<file path="config.mk">
export PLATFORM = sky130hd
export DESIGN_NAME = utf8_stream_decoder_unit
export DESIGN_NICKNAME = d
export VERILOG_FILES = /design/src/sv/u8sd_pkg.sv /design/src/sv/u8sd_decode.sv /design/src/sv/u8sd_emit.sv /design/src/sv/utf8_stream_decoder_unit.sv
export SDC_FILE = /design/constraint.sdc
export NUM_CORES = 1
export LEC_CHECK = 0
export BUFFER_PORTS_ARGS = -buffer_cell sky130_fd_sc_hd__clkbuf_2
export CORE_AREA = 4 4 74 111
export CTS_CLUSTER_SIZE = 14
export DETAILED_ROUTE_END_ITERATION = 10
export DIE_AREA = 0 0 78 115
export SETUP_SLACK_MARGIN = 0.02
export SYNTH_ARGS = -nofsm -noshare
export SYNTH_HDL_FRONTEND = slang
export SYNTH_SLANG_ARGS = --single-unit
export TNS_END_PERCENT = 50
</file>
<file path="constraint.sdc">
create_clock -name clk -period 6.4 [get_ports clk]
set_clock_uncertainty 0.15 [all_clocks]
set_input_delay 1.92 -clock clk [delete_from_list [all_inputs] [get_ports clk]]
set_output_delay 1.92 -clock clk [all_outputs]
set_load 0.005 [all_outputs]
</file>
<file path="src/sv/u8sd_pkg.sv">
// ----------------------------------------------------------------------------
// u8sd_pkg
// Shared types and constants for the UTF-8 stream decoder.
// ----------------------------------------------------------------------------
package u8sd_pkg;

  localparam int unsigned CpW   = 21;
  localparam int unsigned CntW  = 3;
  localparam int unsigned OutDW = 24;

  localparam logic [CpW-1:0] ReplChar = 21'h00003F;

  typedef enum logic [2:0] {
    LEAD_ASCII,
    LEAD_TWO,
    LEAD_THREE,
    LEAD_FOUR,
    LEAD_BAD
  } lead_kind_t;

  // Results of one accepted byte: cnt items, all '?' but the last, which is cp.
  typedef struct packed {
    logic [CntW-1:0] cnt;
    logic [CpW-1:0]  cp;
    logic            eos;
  } burst_t;

  function automatic lead_kind_t lead_kind(input logic [7:0] b);
    lead_kind_t k;
    if (b[7] == 1'b0) begin
      k = LEAD_ASCII;
    end else if (b[7:5] == 3'b110) begin
      k = LEAD_TWO;
    end else if (b[7:4] == 4'b1110) begin
      k = LEAD_THREE;
    end else if (b[7:3] == 5'b11110) begin
      k = LEAD_FOUR;
    end else begin
      k = LEAD_BAD;
    end
    return k;
  endfunction

endpackage

</file>
<file path="src/sv/u8sd_decode.sv">
// ----------------------------------------------------------------------------
// u8sd_decode
// Sequence state and combinational decode of one byte into a result burst.
// ----------------------------------------------------------------------------
module u8sd_decode (
  input  logic                  clk,
  input  logic                  rst_n,
  input  logic                  accept,
  input  logic [7:0]            data_byte,
  input  logic                  end_of_string,
  output u8sd_pkg::burst_t      burst
);

  logic [u8sd_pkg::CpW-1:0] pv_r, pv_nxt;
  logic [1:0]               need_r, need_nxt;
  logic [1:0]               held_r, held_nxt;

  logic                     pending;
  logic                     is_cont;
  logic [u8sd_pkg::CpW-1:0] pv_cont;
  logic [1:0]               need_dec;
  logic [1:0]               held_inc;
  logic [u8sd_pkg::CntW-1:0] flush_cnt;
  u8sd_pkg::lead_kind_t     kind;

  always_comb begin
    pending   = (need_r != 2'd0);
    is_cont   = (data_byte[7:6] == 2'b10);
    pv_cont   = {pv_r[u8sd_pkg::CpW-7:0], data_byte[5:0]};
    need_dec  = need_r - 2'd1;
    held_inc  = held_r + 2'd1;
    flush_cnt = pending ? (3'd1 + {1'b0, held_r}) : 3'd0;
    kind      = u8sd_pkg::lead_kind(data_byte);

    pv_nxt    = '0;
    need_nxt  = 2'd0;
    held_nxt  = 2'd0;
    burst.cnt = '0;
    burst.cp  = u8sd_pkg::ReplChar;
    burst.eos = end_of_string;

    if (pending && is_cont) begin
      if (need_dec == 2'd0) begin
        burst.cnt = 3'd1;
        burst.cp  = pv_cont;
      end else if (end_of_string) begin
        burst.cnt = 3'd1 + {1'b0, held_inc};
      end else begin
        pv_nxt   = pv_cont;
        need_nxt = need_dec;
        held_nxt = held_inc;
      end
    end else begin
      case (kind)
        u8sd_pkg::LEAD_ASCII: begin
          burst.cnt = flush_cnt + 3'd1;
          burst.cp  = {13'd0, data_byte};
        end
        u8sd_pkg::LEAD_TWO, u8sd_pkg::LEAD_THREE, u8sd_pkg::LEAD_FOUR: begin
          if (end_of_string) begin
            burst.cnt = flush_cnt + 3'd1;
          end else begin
            burst.cnt = flush_cnt;
            if (kind == u8sd_pkg::LEAD_TWO) begin
              pv_nxt   = {16'd0, data_byte[4:0]};
              need_nxt = 2'd1;
            end else if (kind == u8sd_pkg::LEAD_THREE) begin
              pv_nxt   = {17'd0, data_byte[3:0]};
              need_nxt = 2'd2;
            end else begin
              pv_nxt   = {18'd0, data_byte[2:0]};
              need_nxt = 2'd3;
            end
          end
        end
        default: begin
          burst.cnt = flush_cnt + 3'd1;
        end
      endcase
    end
  end

  always_ff @(posedge clk) begin
    if (!rst_n) begin
      pv_r   <= '0;
      need_r <= 2'd0;
      held_r <= 2'd0;
    end else if (accept) begin
      pv_r   <= pv_nxt;
      need_r <= need_nxt;
      held_r <= held_nxt;
    end
  end

endmodule

</file>
<file path="src/sv/u8sd_emit.sv">
// ----------------------------------------------------------------------------
// u8sd_emit
// Result register: holds one burst and plays it out one item per handshake.
// ----------------------------------------------------------------------------
module u8sd_emit (
  input  logic                          clk,
  input  logic                          rst_n,
  input  logic                          load,
  input  u8sd_pkg::burst_t              burst,
  output logic                          can_load,
  output logic                          out_valid,
  input  logic                          out_ready,
  output logic [u8sd_pkg::CpW-1:0]      out_cp,
  output logic                          out_final
);

  logic [u8sd_pkg::CntW-1:0] rem_r, rem_nxt;
  logic [u8sd_pkg::CpW-1:0]  cp_r, cp_nxt;
  logic                      eos_r, eos_nxt;
  logic                      fire;
  logic                      take;

  always_comb begin
    out_valid = (rem_r != 3'd0);
    fire      = out_valid && out_ready;
    can_load  = (rem_r == 3'd0) || ((rem_r == 3'd1) && out_ready);
    take      = load && (burst.cnt != 3'd0);
    out_cp    = (rem_r == 3'd1) ? cp_r : u8sd_pkg::ReplChar;
    out_final = eos_r && (rem_r == 3'd1);

    rem_nxt = fire ? (rem_r - 3'd1) : rem_r;
    cp_nxt  = cp_r;
    eos_nxt = eos_r;
    if (take) begin
      rem_nxt = burst.cnt;
      cp_nxt  = burst.cp;
      eos_nxt = burst.eos;
    end
  end

  always_ff @(posedge clk) begin
    if (!rst_n) begin
      rem_r <= '0;
    end else begin
      rem_r <= rem_nxt;
    end
  end

  always_ff @(posedge clk) begin
    cp_r  <= cp_nxt;
    eos_r <= eos_nxt;
  end

  a_rem_range: assert property (@(posedge clk) disable iff (!rst_n)
    rem_r <= 3'd4)
    else $error("burst count out of range");

  a_no_overrun: assert property (@(posedge clk) disable iff (!rst_n)
    take |-> (rem_r == 3'd0) || ((rem_r == 3'd1) && out_ready))
    else $error("burst loaded over pending items");

  a_count_down: assert property (@(posedge clk) disable iff (!rst_n)
    (fire && rem_r > 3'd1) |=> rem_r == $past(rem_r) - 3'd1)
    else $error("burst count did not advance");

  a_repl_first: assert property (@(posedge clk) disable iff (!rst_n)
    (out_valid && rem_r != 3'd1) |-> (out_cp == u8sd_pkg::ReplChar && !out_final))
    else $error("non-final item of a burst is not a replacement");

endmodule

</file>
<file path="src/sv/utf8_stream_decoder_unit.sv">
// ----------------------------------------------------------------------------
// utf8_stream_decoder_unit
// Lenient streaming UTF-8 decoder: bytes in, code points out.
// ----------------------------------------------------------------------------
// Input channel in_*: one byte per item in in_tdata, in_tlast marks the last
// byte of a string. Output channel out_*: one code point per item in
// out_tdata[20:0], out_tlast set on the last result of a string.
// A byte is decoded in the cycle it is accepted and its results appear in
// the result register on the next cycle. A byte gives zero to four results;
// the result register plays them out one per cycle while out_tready is high,
// so the input then takes one byte per cycle whenever each byte gives at most
// one result, and a byte giving more holds the input until its last is taken.
// Bytes that only extend a pending sequence give nothing and pass at once.
// A new byte is taken in the cycle the last pending result is taken.
// Reset clears the sequence state and drops any results not yet taken.
// When the receiver stalls, results hold in the register and in_tready
// stays low while any result waits untaken, the one being offered included.
// ----------------------------------------------------------------------------
module utf8_stream_decoder_unit (
  input  logic                      clk,
  input  logic                      rst_n,
  input  logic                      in_tvalid,
  output logic                      in_tready,
  input  logic [7:0]                in_tdata,   // [7:0] data_byte
  input  logic                      in_tlast,   // end_of_string
  output logic                      out_tvalid,
  input  logic                      out_tready,
  output logic [u8sd_pkg::OutDW-1:0] out_tdata, // [20:0] code_point, zero above
  output logic                      out_tlast   // final_result
);

  u8sd_pkg::burst_t          burst;
  logic                      can_load;
  logic                      accept;
  logic [u8sd_pkg::CpW-1:0]  cp;

  assign in_tready = can_load;
  assign accept    = in_tvalid && can_load;
  assign out_tdata = {{(u8sd_pkg::OutDW - u8sd_pkg::CpW){1'b0}}, cp};

  u8sd_decode u_decode (
    .clk           (clk),
    .rst_n         (rst_n),
    .accept        (accept),
    .data_byte     (in_tdata),
    .end_of_string (in_tlast),
    .burst         (burst)
  );

  u8sd_emit u_emit (
    .clk       (clk),
    .rst_n     (rst_n),
    .load      (accept),
    .burst     (burst),
    .can_load  (can_load),
    .out_valid (out_tvalid),
    .out_ready (out_tready),
    .out_cp    (cp),
    .out_final (out_tlast)
  );

endmodule

</file>
==> results of run 1 <==
==> sequential cells by signal, indices dropped and copies added (netlist names) <==
signal,cells
u_emit.cp_r,21
u_decode.need_r,2
u_emit.eos_r,1
u_emit.rem_r,3
u_decode.pv_r,15
u_decode.held_r,2
==> kinds of logic (layout without fill, tap and decap cells) <==
| group | after synthesis | in the layout | synth area share |
|---|---|---|---|
| simple gates | 110 | 110 | 0.2870 |
| flops | 44 | 44 | 0.4856 |
| compound gates | 35 | 35 | 0.1104 |
| buf+inv | 25 | 53 | 0.05463 |
| fa+ha+maj | 8 | 8 | 0.04415 |
| xor+xnor | 2 | 2 | 0.007728 |
| mux | 2 | 2 | 0.008830 |
| other cells | 1 | 3 | 0.001654 |
==> final cells by class <==
class	count	area, um^2	area share
clock buffers	5	68.82	0.02642
clock inverters	3	42.54	0.01633
inverters	8	30.03	0.01153
multi-input cells	160	1050	0.4030
flip-flops and latches	44	1101	0.4227
well taps	100	125.1	0.04803
repair buffers	37	187.7	0.07205
==> cells in the mapped netlist, types with 8 or more instances <==
library cell  count
ha_1              8
nor2_1            8
edfxtp_1         22
dfxtp_1          22
inv_1             8
nor2b_1          21
nand2b_1         13
nand2_1          11
and3_1           15
and2_1           19
a22oi_1          15
clkbuf_1          8
==> metrics by stage <==
step | power, W | setup slack (ps) | area, um^2 | hold WS [ps]
finish | 0.0007466 | 2012 | 2605 | 381.8
detailed placement | 0.0005486 | 1653 | 2494 | 361.2
global placement | 0.0005466 | 1669 | 2494 | 355.2
floorplan | 0.0004837 | 2307 | 2275 | 340.5
global route | 0.0008001 | 1779 | 2605 | 415.4
CTS | 0.0007585 | 1969 | 2605 | 383.9
==> metal layers <==
layer	global-route usage	up-vias	wire length, um	share of wire
met3	0.01567	7	187	0.042
li1	-	853	-	-
met4	0.05601	0	108	0.024
met5	0	-	0	0
met1	0.1224	773	1844	0.42
met2	0.1871	43	2270	0.51
==> power by group through the flow <==
stage	sequential (W)	combinational, W	clock, W
2_1_floorplan	0.000351	0.000133	0
3_3_place_gp	0.000354	0.000193	0
3_5_place_dp	0.000355	0.000194	0
4_1_cts	0.000348	0.000195	0.000216
5_1_grt	0.000352	0.000219	0.000229
6_report	0.000348	0.000188	0.000211
==> critical path, cell delays in order <==
cell and delay (ps):
clkbuf_2 110, a21oi_1 60, or3b_1 730, or4_4 690, nand2_1 640
==> worst paths after layout <==
path / startpoint / endpoint / slack (ps) / depth (start not counted)
worst min-delay path: u_decode.pv_r[12]$_SDFFE_PN0P_ / u_decode.pv_r[12]$_SDFFE_PN0P_ / 380 / 2
worst max-delay path: out_tready / u_emit.cp_r[7]$_DFFE_PP_ / 2010 / 5
worst min register to register: u_decode.pv_r[12]$_SDFFE_PN0P_ / u_decode.pv_r[12]$_SDFFE_PN0P_ / 380 / 2
worst max register to register: u_emit.rem_r[0]$_SDFFE_PN0P_ / u_emit.cp_r[7]$_DFFE_PP_ / 3130 / 6
==> metrics.yaml, run 1 <==
run_status:
  status: "completed"
cells_and_area:
  layout_common_cells: "36 x clkbuf_2, 22 x dfxtp_1, 22 x edfxtp_1"
  drive_above_1_share: 0.1790
  post-route-util: 0.3628
  syn_to_final_growth_pct: 14.90
  layout_commonest_cell: "clkbuf_2"
  fillers: 733
  n_antenna_cell: 0
  instances_no_fill: 357
  final_nets: 277
clock_tree:
  htreeDepth: 2
  post_cts.repair.setup_buffers: 0
  clock_path_buffers: 2
  clkLatencyLatePin_ps: 300
  post_cts_resized: 0
  clockRootBuffer: "clkbuf_8"
  cts.clk_slew.worst_paths_ps: 80
  cts_tree: "yes"
  hold_buffers: 0
  cts_buffers: 5
  cts.sinks: 44
sta:
  final.setup.tns_ps: 0
  max_clock_freq_mhz: 227.9
  min_period_over_period: 0.6857
  max_slew.worst_pin.slew_ps: 1201
  grt_setup_unrepaired: "false"
  finalWorstPathRequiredPeriod_ps: 4388
  drv_slew: 0
  slew_headroom: 0.1926
  final-hold-violation-count: 0
  setup_viol_count_final: 0
place:
  place.port_buffers: 36
  dp.cells: 349
  gp_congestion: 0.8233
  place_hpwl_um: 3181
floorplanning:
  die_w_um: 78
  dieArea_mm2: 0.008970
  rows: 38
  core_mm2: 0.007179
  fp.dieH_um: 115
  start_util: 0.3158
  pin_count: 40
pwr:
  p_int_w: 0.0005306
  p_sw_w: 0.0002160
  p_sw_frac: 0.2893
  powerDensity_mw_per_mm2: 286.6
  p_leak_nw: 1.043
  p_comb_frac: 0.252
  clkPwrFrac: 0.282
  max-vdd-ir-drop_mv: 0.1046
  seq_power_share: 0.465
grt:
  grt_max_degree: 29
  grt-ovfl-total: 0
  antenna_found_initial: 0
  grt_usage: 0.1057
  grt_pass1_vias: 1623
  grt_pass1_wl_um: 7562
setup_path:
  required_ps: 6180
  worstSetupPathType: "input port to flip-flop"
  worstPathMaxFanout: 28
  arrival_ps: 4170
  end_kind: "flip-flop"
  worstSetupStartpointType: "input port"
drt:
  ant_nets: 0
  firstDrtPassIters: 4
  drc: 0
  routed_via_density: 4.695
  wire_per_inst_um: 12.36
  drtIter0Drc: 84
  drt-total-wl_um: 4411
  vias: 1676
yosys:
  netlist.area_leader.share: 0.2914
  ys.warnings.count: 0
  ys_types: 42
  synth-main-ff-cell: "edfxtp_1"
  yosysTopAreaCell: "edfxtp_1"
  async_flop_share: 0
  avgSynthCellArea_um2: 9.988
  syn_inst: 227
  ys_ff_latch: 44
  ys_seq_area_frac: 0.4857
  netlist_area_mm2: 0.002267
  synth_edf_count: 22
  yosys-top-cells-area: "edfxtp_1 29%, dfxtp_1 19%, nor2b_1 5.8%"
run:
  cap_violations: 0
min_path:
  min_path_type: "flip-flop to flip-flop"
No activity file was read; power rests on OpenSTA's default activity.
==> run 2, diff against run 1 <==
- clock period: 6.4 -> 3.7 ns (I/O delays scaled with it)
==> run 2 against run 1 <==
Effect of this change:
- critical path depth up 1
- largest cell class unchanged
- clock-buffer cell count stayed put
- non-clock buffer count up 4
- core utilization is 0.42 points higher
==> metrics.yaml, run 2 (synthesized netlist as in run 1, its figures left out) <==
sta:
  drv_slew: 0
  finalWorstPathRequiredPeriod_ps: 3048
  final.setup.tns_ps: 0
  max_slew.worst_pin.slew_ps: 680.8
  grt_setup_unrepaired: "false"
  setup_viol_count_final: 0
  max_clock_freq_mhz: 328.0
  hold_slack_ps: 383.4
  final-hold-violation-count: 0
  min_period_over_period: 0.8239
  slew_headroom: 0.5461
min_path:
  hold_end: "u_decode.pv_r[12]$_SDFFE_PN0P_"
  min-delay-start: "u_decode.pv_r[12]$_SDFFE_PN0P_"
  min_path_type: "flip-flop to flip-flop"
  hold_depth: 2
pwr:
  power.total_w: 0.001313
  max-vdd-ir-drop_mv: 0.2251
  p_leak_nw: 1.064
  powerDensity_mw_per_mm2: 498.2
place:
  gp_congestion: 0.8103
  place.port_buffers: 36
  place_hpwl_um: 3306
cells_and_area:
  post-route-util: 0.3670
  fillers: 726
  syn_to_final_growth_pct: 16.23
  layout_common_cells: "36 x clkbuf_2, 22 x dfxtp_1, 22 x edfxtp_1"
  seq_area_mm2: 0.001101
  top_register: "u_emit.cp_r"
  drive_above_1_share: 0.1916
  final_nets: 281
  n_antenna_cell: 0
  multi_input_area_mm2: 0.001050
  top_regs: "u_emit.cp_r: 21 flops, u_decode.pv_r: 15 flops, u_emit.rem_r: 3 flops"
  layout_commonest_cell: "clkbuf_2"
  largest_reg_flops: 21
setup_path:
  r2r-end: "u_emit.cp_r[13]$_SDFFCE_PN0P_"
  critical_path.slowest_cell: "or3b_1"
  required_ps: 3530
  worstSetupStartpointType: "input port"
  end_kind: "flip-flop"
  r2r_cells: 7
  worstSetupPathType: "input port to flip-flop"
  worstPathMaxFanout: 22
  arrival_ps: 2880
  r2r_setup_slack_ps: 930
  path_cells: "clkbuf_2 -> or3b_1 -> o211a_1 -> or4_4 -> nand2_1 -> buf_4"
  rr_startpoint: "u_decode.need_r[0]$_SDFFE_PN0P_"
  max_stage_delay_ps: 540
clock_tree:
  post_cts_resized: 0
  cts.sinks: 44
  clockRootBuffer: "clkbuf_8"
  cts_tree: "yes"
  cts_buffers: 5
  cts.clk_slew.worst_paths_ps: 80
  clock_path_buffers: 2
  hold_buffers: 0
  clkLatencyLatePin_ps: 290
  post_cts.repair.setup_buffers: 0
  htreeDepth: 2
run:
  cap_violations: 0
grt:
  grt_pass1_vias: 1670
  busiest_layer: "met2"
  antenna_found_initial: 0
  use_met1: 0.1127
  grt_pass1_wl_um: 7548
  grtUsageMet3: 0.02351
  use_met2: 0.1899
  grt_usage: 0.1057
  grt-ovfl-total: 0
  grt_max_degree: 28
floorplanning:
  die_w_um: 78
  core_mm2: 0.007179
  dieArea_mm2: 0.008970
  rows: 38
  fp.dieH_um: 115
  pin_count: 40
  start_util: 0.3158
drt:
  drc: 0
  vias: 1692
  firstDrtPassIters: 4
  wire_per_inst_um: 12.52
  ant_nets: 0
  routed_via_density: 4.687
  drt-total-wl_um: 4521
  drtIter0Drc: 91
run_status:
  status: "completed"
==> run 2: changes by cell type in the layout (fill, tap and decap cells not counted), sizes merged <==
cell and change:
buf +4
==> run 2: where the power goes <==
group / internal [W] / total, W / switching (W) / leakage (nW)
logic: 0.000146 / 0.000350 / 0.000204 / 0.620
clock network: 0.000200 / 0.000362 / 0.000162 / 0.0558
registers: 0.000585 / 0.000600 / 0.0000151 / 0.387
==> run 2: final cells by class <==
class                      count  share of cell area
inverter                       8             0.01140
tap                          100             0.04748
clock buffer                   5             0.02612
timing repair buffer          41             0.08262
clock inverter                 3             0.01614
sequential                    44              0.4179
multi-input combinational    160              0.3984
==> run 2: worst max path at each step <==
| stage | slack (ps) | cells after the start | from | endpoint |
|---|---|---|---|---|
| after floorplan | 430 | 5 | in_tdata[6] | u_emit.cp_r[0]$_DFFE_PP_ |
| after global placement | 400 | 6 | in_tdata[6] | u_emit.cp_r[11]$_SDFFCE_PN0P_ |
| after detailed placement | 360 | 6 | in_tdata[6] | u_emit.cp_r[11]$_SDFFCE_PN0P_ |
| after CTS | 660 | 6 | in_tdata[6] | u_emit.cp_r[11]$_SDFFCE_PN0P_ |
| after global routing | 580 | 6 | in_tdata[6] | u_emit.cp_r[1]$_DFFE_PP_ |
| final | 650 | 6 | in_tdata[6] | u_emit.cp_r[13]$_SDFFCE_PN0P_ |
==> run 2: metrics by stage <==
stage                     worst slack [ps]  std cells  instance area, um^2
after floorplan                      432.9        229                 2275
after global placement               401.1        353                 2524
after detailed placement             364.2        353                 2524
after CTS                            662.7        361                 2635
after global routing                 578.5        361                 2635
final                                651.6        361                 2635
==> run 2: metal layers <==
metal / routed length, um / vias to the layer above / part of all wire
met5: 0 / - / 0
met4: 158 / 0 / 0.035
met3: 216 / 9 / 0.048
met2: 2335 / 42 / 0.52
met1: 1810 / 778 / 0.40
li1: - / 863 / -
==> run 2: critical path: cells and delay by family <==
family,cells,cell delay [ps]
AOI/OAI and AO/OA,1,180
buffers and inverters,2,450
and+or+nand+nor,3,1130
==> run 3, diff against run 2 <==
- clock period: 3.7 -> 2.8 ns (I/O delays scaled with it)
==> run 3 against run 2 <==
Effect of this change:
- sequential power up 32%
- routed wire length rose by 0.18%
- register-to-register slack worse by 670 ps
- sequential share of layout area decreased by 1.3 points
- first-iteration DRC count up 6.6%
- critical path depth stayed put
- clock power grew 31%
- global-route usage grew 0.17 points
- critical endpoint is now u_emit.cp_r[11]$_SDFFCE_PN0P_
- die area unchanged
- largest power group unchanged
- via count up 1.5%
==> metrics.yaml, run 3 (synthesized netlist as in run 1, its figures left out) <==
setup_path:
  worstSetupPathType: "flip-flop to flip-flop"
  worstPathMaxFanout: 22
  max_stage_delay_ps: 520
  worstSetupStartpointType: "flip-flop"
  end_kind: "flip-flop"
  path_delay_family: "simple AND/OR/NAND/NOR gates"
  critical_path.slowest_cell: "or4_4"
  arrival_ps: 2360
  path_cells: "inv_1 -> ha_1 -> or3b_1 -> o211a_1 -> or4_4 -> nand2_4"
  crit_buf_inv: 1
  required_ps: 2620
run:
  cap_violations: 0
cells_and_area:
  instances_no_fill: 371
  final_nets: 291
  largest_reg_flops: 21
  layout_common_cells: "36 x clkbuf_2, 22 x dfxtp_1, 22 x edfxtp_1"
  syn_to_final_growth_pct: 19.87
  n_antenna_cell: 0
  post-route-util: 0.3785
  drive_above_1_share: 0.2251
  layout_commonest_cell: "clkbuf_2"
  top_register: "u_emit.cp_r"
  fillers: 729
  top_regs: "u_emit.cp_r: 21 flops, u_decode.pv_r: 15 flops, u_emit.rem_r: 3 flops"
drt:
  wire_per_inst_um: 12.21
  drc: 0
  drtIter0Drc: 97
  vias: 1718
  firstDrtPassIters: 4
  ant_nets: 0
  drt-total-wl_um: 4529
  routed_via_density: 4.631
clock_tree:
  hold_buffers: 0
  post_cts.repair.setup_buffers: 0
  post_cts_resized: 0
  cts.sinks: 44
  clockRootBuffer: "clkbuf_8"
  cts.clk_slew.worst_paths_ps: 90
  htreeDepth: 2
  clkLatencyLatePin_ps: 290
  cts_tree: "yes"
  cts_buffers: 5
  clock_path_buffers: 2
pwr:
  p_leak_nw: 1.114
  max-vdd-ir-drop_mv: 0.2085
  powerDensity_mw_per_mm2: 638.0
grt:
  grt_max_degree: 28
  grt_usage: 0.1074
  antenna_found_initial: 0
  grt_pass1_wl_um: 7803
  grt_pass1_vias: 1715
  grt-ovfl-total: 0
sta:
  setup_ws_ps: 259.7
  final.setup.tns_ps: 0
  hold_slack_ps: 382.0
  grt_setup_unrepaired: "false"
  finalWorstPathRequiredPeriod_ps: 2540
  setup_viol_count_final: 0
  min_period_over_period: 0.9072
  max_clock_freq_mhz: 393.7
  drv_slew: 0
  final-hold-violation-count: 0
floorplanning:
  die_w_um: 78
  fp.dieH_um: 115
  rows: 38
  pin_count: 40
  core_mm2: 0.007179
  dieArea_mm2: 0.008970
  start_util: 0.3158
place:
  place_ws_ps: 27.70
  gp_congestion: 0.8814
  place.port_buffers: 36
  dp.cells: 363
  place_hpwl_um: 3394
run_status:
  status: "completed"
min_path:
  min_path_type: "flip-flop to flip-flop"
## run 3: cell count changes in the layout (fill, tap and decap cells not counted)
cell and change:
nand2_1 -1, buf_4 +10, nand2_4 +1
## run 3: final timing paths
check,to,slack [ps],startpoint,cells after the start
hold / removal,u_decode.pv_r[13]$_SDFFE_PN0P_,380,u_decode.pv_r[13]$_SDFFE_PN0P_,2
setup reg to reg,u_emit.cp_r[11]$_SDFFCE_PN0P_,260,u_decode.need_r[0]$_SDFFE_PN0P_,6
hold reg to reg,u_decode.pv_r[13]$_SDFFE_PN0P_,380,u_decode.pv_r[13]$_SDFFE_PN0P_,2
setup / recovery,u_emit.cp_r[11]$_SDFFCE_PN0P_,260,u_decode.need_r[0]$_SDFFE_PN0P_,6
## run 3: layer usage
layer | global-route usage | vias up | share of wire
li1 | - | 878 | -
met4 | 0.05368 | 0 | 0.012
met2 | 0.1916 | 31 | 0.53
met5 | 0 | - | 0
met1 | 0.1214 | 807 | 0.42
met3 | 0.02116 | 2 | 0.042
## run 3: report_power, final
group	switching, W	leakage, nW	internal [W]
logic	0.000270	0.671	0.000196
clock network	0.000211	0.0558	0.000264
registers	0.0000186	0.387	0.000773
## run 3: cell type report
cell class | count | area [um^2] | area share
sequential | 44 | 1101 | 0.4052
clock buffer | 5 | 68.82 | 0.02532
tap | 100 | 125.1 | 0.04604
timing repair buffer | 51 | 292.8 | 0.1077
multi-input combinational | 160 | 1057 | 0.3890
clock inverter | 3 | 42.54 | 0.01565
inverter | 8 | 30.03 | 0.01105
## run 3: worst min-delay path: stages (launching register included)
cell     delay (ps)
dfxtp_1         330
a22oi_1          80
nor2b_1         100
## run 3: through the flow
step | cell area [um^2] | power, W
4_1_cts | 2718 | 0.001764
3_3_place_gp | 2606 | 0.001279
2_1_floorplan | 2282 | 0.001109
3_5_place_dp | 2606 | 0.001286
6_report | 2718 | 0.001734
5_1_grt | 2718 | 0.001858
